$ cat src/rtl/core/rpa_pkg.sv
// shared types, widths and codes of the refcounted page allocator
// no dependencies; used by rpa_ctrl, rpa_datapath and the top level
`timescale 1ns / 1ps

package rpa_pkg;

  localparam int ADDR_W      = 24;
  localparam int CFG_W       = 13;
  localparam int CFG_IDX_W   = 1;
  localparam int OPC_W       = 2;
  localparam int STS_W       = 3;
  localparam int CNT_OUT_W   = 8;
  localparam int IN_TDATA_W  = 32;
  localparam int OUT_TDATA_W = 40;

  localparam int NUM_PAGES_DEF  = 4096;
  localparam int PAGE_SHIFT_DEF = 12;
  localparam int COUNT_BITS_DEF = 8;

  localparam logic [CFG_W-1:0] FIRST_PAGE_RST = 13'd0;
  localparam logic [CFG_W-1:0] LIMIT_PAGE_RST = 13'd4096;

  localparam logic [CFG_IDX_W-1:0] CFG_FIRST_PAGE = 1'b0;
  localparam logic [CFG_IDX_W-1:0] CFG_LIMIT_PAGE = 1'b1;

  typedef enum logic [OPC_W-1:0] {
    OP_INIT   = 2'd0,
    OP_ALLOC  = 2'd1,
    OP_FREE   = 2'd2,
    OP_INCREF = 2'd3
  } op_t;

  typedef enum logic [STS_W-1:0] {
    STS_OK        = 3'd0,
    STS_EMPTY     = 3'd1,
    STS_BAD_ADDR  = 3'd2,
    STS_BAD_COUNT = 3'd3,
    STS_SATURATED = 3'd4
  } sts_t;

  // controller to datapath
  typedef struct packed {
    logic take;
    logic depth_clr;
    logic sweep;
    logic sweep_push;
    logic stk_rd;
    logic cnt_rd;
    logic exec;
  } dp_cmd_t;

  // datapath to controller
  typedef struct packed {
    logic sweep_last;
    logic out_hold;
  } dp_sts_t;

endpackage

$ cat src/rtl/core/rpa_ctrl.sv
// sequencing state machine of the refcounted page allocator
// depends on rpa_pkg; drives rpa_datapath through dp_cmd_t
`timescale 1ns / 1ps

module rpa_ctrl
  import rpa_pkg::*;
(
  input  logic             clk,
  input  logic             rst_n,
  input  logic             in_tvalid,
  output logic             in_tready,
  input  logic [OPC_W-1:0] in_opcode,
  output dp_cmd_t          cmd,
  input  dp_sts_t          sts
);

  typedef enum logic [5:0] {
    ST_CLEAR = 6'b000001,
    ST_IDLE  = 6'b000010,
    ST_INIT  = 6'b000100,
    ST_STK   = 6'b001000,
    ST_CNT   = 6'b010000,
    ST_EXEC  = 6'b100000
  } state_t;

  state_t state_r, state_nxt;
  logic   take;
  op_t    op_in;

  assign op_in     = op_t'(in_opcode);
  assign in_tready = (state_r == ST_IDLE);
  assign take      = in_tvalid && in_tready;

  always_comb begin
    state_nxt = state_r;
    cmd       = '0;
    unique case (state_r)
      ST_CLEAR: begin
        cmd.sweep = 1'b1;
        if (sts.sweep_last) state_nxt = ST_IDLE;
      end
      ST_IDLE: begin
        cmd.take = take;
        if (take) begin
          unique case (op_in)
            OP_INIT: begin
              cmd.depth_clr = 1'b1;
              state_nxt     = ST_INIT;
            end
            OP_ALLOC: state_nxt = ST_STK;
            OP_FREE, OP_INCREF: state_nxt = ST_CNT;
            default: state_nxt = ST_CNT;
          endcase
        end
      end
      ST_INIT: begin
        cmd.sweep      = 1'b1;
        cmd.sweep_push = 1'b1;
        if (sts.sweep_last) state_nxt = ST_EXEC;
      end
      ST_STK: begin
        cmd.stk_rd = 1'b1;
        state_nxt  = ST_CNT;
      end
      ST_CNT: begin
        cmd.cnt_rd = 1'b1;
        state_nxt  = ST_EXEC;
      end
      ST_EXEC: begin
        cmd.exec = !sts.out_hold;
        if (!sts.out_hold) state_nxt = ST_IDLE;
      end
      default: state_nxt = ST_IDLE;
    endcase
  end

  always_ff @(posedge clk) begin
    if (!rst_n) begin
      state_r <= ST_CLEAR;
    end else begin
      state_r <= state_nxt;
    end
  end

endmodule

$ cat config.mk
export PLATFORM = sky130hd
export DESIGN_NAME = rpa_ctrl
export DESIGN_NICKNAME = d
export VERILOG_FILES = /design/src/rtl/core/rpa_pkg.sv /design/src/rtl/core/rpa_ctrl.sv
export SDC_FILE = /design/constraint.sdc
export NUM_CORES = 1
export LEC_CHECK = 0
export BUFFER_PORTS_ARGS = -buffer_cell sky130_fd_sc_hd__buf_2
export CAP_MARGIN = 30
export CORE_UTILIZATION = 25
export DETAILED_ROUTE_END_ITERATION = 7
export GPL_TIMING_DRIVEN = 0
export REMOVE_ABC_BUFFERS = 1
export SYNTH_ARGS = -nofsm -noshare
export SYNTH_HDL_FRONTEND = slang
export SYNTH_SLANG_ARGS = --single-unit
$ cat constraint.sdc
create_clock -name clk -period 3.76 [get_ports clk]
set_clock_uncertainty 0.05 [all_clocks]
set_input_delay 0.188 -clock clk [delete_from_list [all_inputs] [get_ports clk]]
set_output_delay 0.188 -clock clk [all_outputs]
set_load 0.03 [all_outputs]
==> metrics.md <==
| Metric | Value |
|---|---|
| CP Class | flop to primary output |
| Top delay family on crit path | simple AND/OR/NAND/NOR gates |
| CP max FO | 9 |
| Sequence of cells on the critical path | or4b_1, nor3_1, buf_2 |
| Min cycle time layout | 1.968 ns |
| Outcome | complete, no violations |
| Pins Over Slew Limit | 0 |
| Mux share of post-synthesis cell area | 0% |
| Root buf cell | clkbuf_4 |
| Setup repair bufs after CTS | 0 |
| Area contributors post-synth | dfxtp_1 27%, nor3_1 4.5%, and3_1 4.2% |
| Hold buffer count at CTS | 0 |
| First-pass GRT wire length | 1.676 mm |
| Top cell type by total area after synthesis | dfxtp_1 |
| Ports | 15 |
| FP Rows | 14 |
| Switching Power | 0.05294 mW |
| Most common cell after layout, fill and taps aside | buf_2 |
| Finished Layout Cells | 82 |
| Initial Util | 28.02% |
| CTS clk-pin slew, worst paths | 0.04 ns |
| Detailed Place HPWL | 721.3 um |
| Worst Tran Pin Value | 0.4123 ns |
| Mapped Cells | 53 |
| Post-cts sizing count | 0 |
| Worst-case clock buffer depth | 2 |
| Final Cycle Share | 52.34% |
| Delay of the slowest critical-path stage | 0.56 ns |
| Die width | 44.03 um |
| Final ANT Viol Nets | 0 |
| Largest family of logic cells by synthesized area | simple AND/OR/NAND/NOR gates |
| Area Growth Syn to Fin | 19.83% |
| Final core occ | 33.57% |
| Final hold vios | 0 |
| Synth Area per Inst | 8.333 um2 |
| Slew headroom | 72.44% |
| Post-DR vias/cell | 5.378 |
| Post-DR wirelength/cell | 11.70 um |
| Post-Synth XOR/XNOR Area | 5.949% |
| Maxcap violations | 0 |
| Finish-stage setup viols | 0 |
| Yosys top cell area share | 27.20% |
| Sequential share of the synthesized area | 27.20% |
| Clock sinks | 6 |
| Most frequent cells in the layout | 14 x buf_2, 6 x dfxtp_1, 5 x nor2_1 |
| TritonCTS clock tree | built |
| Tot GR Track Use | 12.16% |
| Synth Area in Compound Gates | 15.01% |
| CP arrival | 1.73 ns |
| RSZ-0062 raised after global routing | false |
| Max Clk Rate | 0.5082 GHz |
| Largest net degree at the start of global routing | 11 |
| Cell Int Power | 0.1219 mW |
| PwrDens | 330.4 nW/um2 |
| DRT Wirelength | 959 um |
| WP data required | 3.52 ns |
| Antenna violations before repair | 0 |
| Sw Ratio | 30.27% |
| Total number of yosys warnings | 0 |
| Yosys reg bits | 6 |
| Startpoint types | flop |
| Drt drc | 0 |
| Fin Setup TNS | 0 ns |
| Worst VDD drop | 0.1349 mV |
| Number of flip-flops in the largest register | 6 |
| Reg power frac | 42.2% |
| Post-Syn Area | 441.7 um2 |
| Initial DRC Count | 13 |
| 1st-pass router iterations | 5 |
| Full die area | 1939 um2 |
| Area of the core | 1577 um2 |
| Worst setup EP type | primary output |
| NumNets Final | 75 |
| Total number of vias | 441 |
| Clock network fraction of design power | 32.1% |
| Total grt overflow | 0 |
| WP buf/inv | 1 |
| Htree depth | 1 |
| Area share of fa/ha/maj cells after synthesis | 0% |
| Share of layout cells above drive strength 1 | 30.30% |
| Biggest regs | state_r x6 |
| Simple-gate share of the synthesized area | 43.63% |
| PortBufs | 14 |
| Number of CTS-inserted buffers | 3 |
| Logic pwr share | 25.6% |
| Die height | 44.03 um |
| Gpl congestion | 0.7061 |
| Hold Path Class | input port to flop |
| Vias in the first global route | 399 |
| Critical path's slowest cell | or4b_1 |
| Synth unique cells | 29 |
| Cell Count Post-Placement | 79 |
| Clock latency on the worst-skew pair | 0.24 ns |
| Leak | 0.2510 nW |
| Register with the most flip-flops | state_r |
| # diodes | 0 |
routing by layer:
layer	track usage (%)	vias up	wire length [um]	part of all wire, %
met5	0	-	0	0
met4	10.91	0	19	2.0
met3	2.449	2	32	3.3
met2	16.47	14	389	41
met1	16.04	201	517	54
li1	-	224	-	-
metrics by stage:
step | setup slack (ns) | hold slack (ns) | area [um2] | total power, mW
after detailed placement | 2.078 | 0.3458 | 506.7 | 0.1198
after global placement | 2.071 | 0.3442 | 506.7 | 0.1195
after global routing | 1.732 | 0.1225 | 529.3 | 0.1881
after floorplan | 1.812 | 0.1999 | 416.7 | 0.1070
final | 1.792 | 0.1018 | 529.3 | 0.1749
after CTS | 1.808 | 0.09237 | 529.3 | 0.1792
area by class of cell:
cell class | count | area (um2)
clock buffer | 3 | 22.52
fill | 179 | 1047
inverter | 3 | 11.26
multi-input combinational | 40 | 285.3
sequential | 6 | 120.1
tap | 16 | 20.02
timing repair buffer | 14 | 70.07
power by group through the flow:
| stage | logic (mW) | clock network [mW] | registers (mW) |
|---|---|---|---|
| finish | 0.0448 | 0.0562 | 0.0738 |
| global route | 0.0501 | 0.0632 | 0.0748 |
| global placement | 0.0446 | 0 | 0.0749 |
| CTS | 0.0451 | 0.0603 | 0.0738 |
| detailed placement | 0.0449 | 0 | 0.0749 |
| floorplan | 0.0339 | 0 | 0.0731 |
Yosys cell counts:
| cell type | instances |
|---|---|
| or4b_1 | 1 |
| nor4_1 | 2 |
| and4_1 | 2 |
| xor2_1 | 2 |
| or4_4 | 1 |
| buf_6 | 1 |
| nor4b_1 | 2 |
| or3_1 | 1 |
| nor3_1 | 4 |
| a221oi_2 | 1 |
| inv_1 | 3 |
| and3b_1 | 1 |
| nand2_1 | 3 |
| and2_1 | 1 |
| buf_2 | 2 |
| and3_1 | 3 |
| nor2_1 | 5 |
| and4b_1 | 1 |
| clkbuf_1 | 1 |
| o21a_1 | 2 |
| xnor2_1 | 1 |
| a21oi_1 | 1 |
| nor3_4 | 1 |
| a2111oi_1 | 1 |
| o211ai_1 | 1 |
| nand3b_1 | 1 |
| o21ai_0 | 1 |
| dfxtp_1 | 6 |
| o31a_1 | 1 |
final timing paths:
check	to	start	cells after the start	slack, ns
max	cmd[2]	state_r[4]	3	1.79
min	state_r[0]	rst_n	2	0.10
max reg2reg	state_r[1]	state_r[2]	4	2.06
min reg2reg	state_r[1]	state_r[1]	2	0.56
cell families (layout without fill, tap and decap cells):
family | count (synthesis) | in the layout
AND/OR/NAND/NOR | 29 | 29
flip-flops | 6 | 6
AO/OA/AOI/OAI | 8 | 8
XOR/XNOR | 3 | 3
buffers and inverters | 7 | 20
Power figures use the tool's default switching activity.
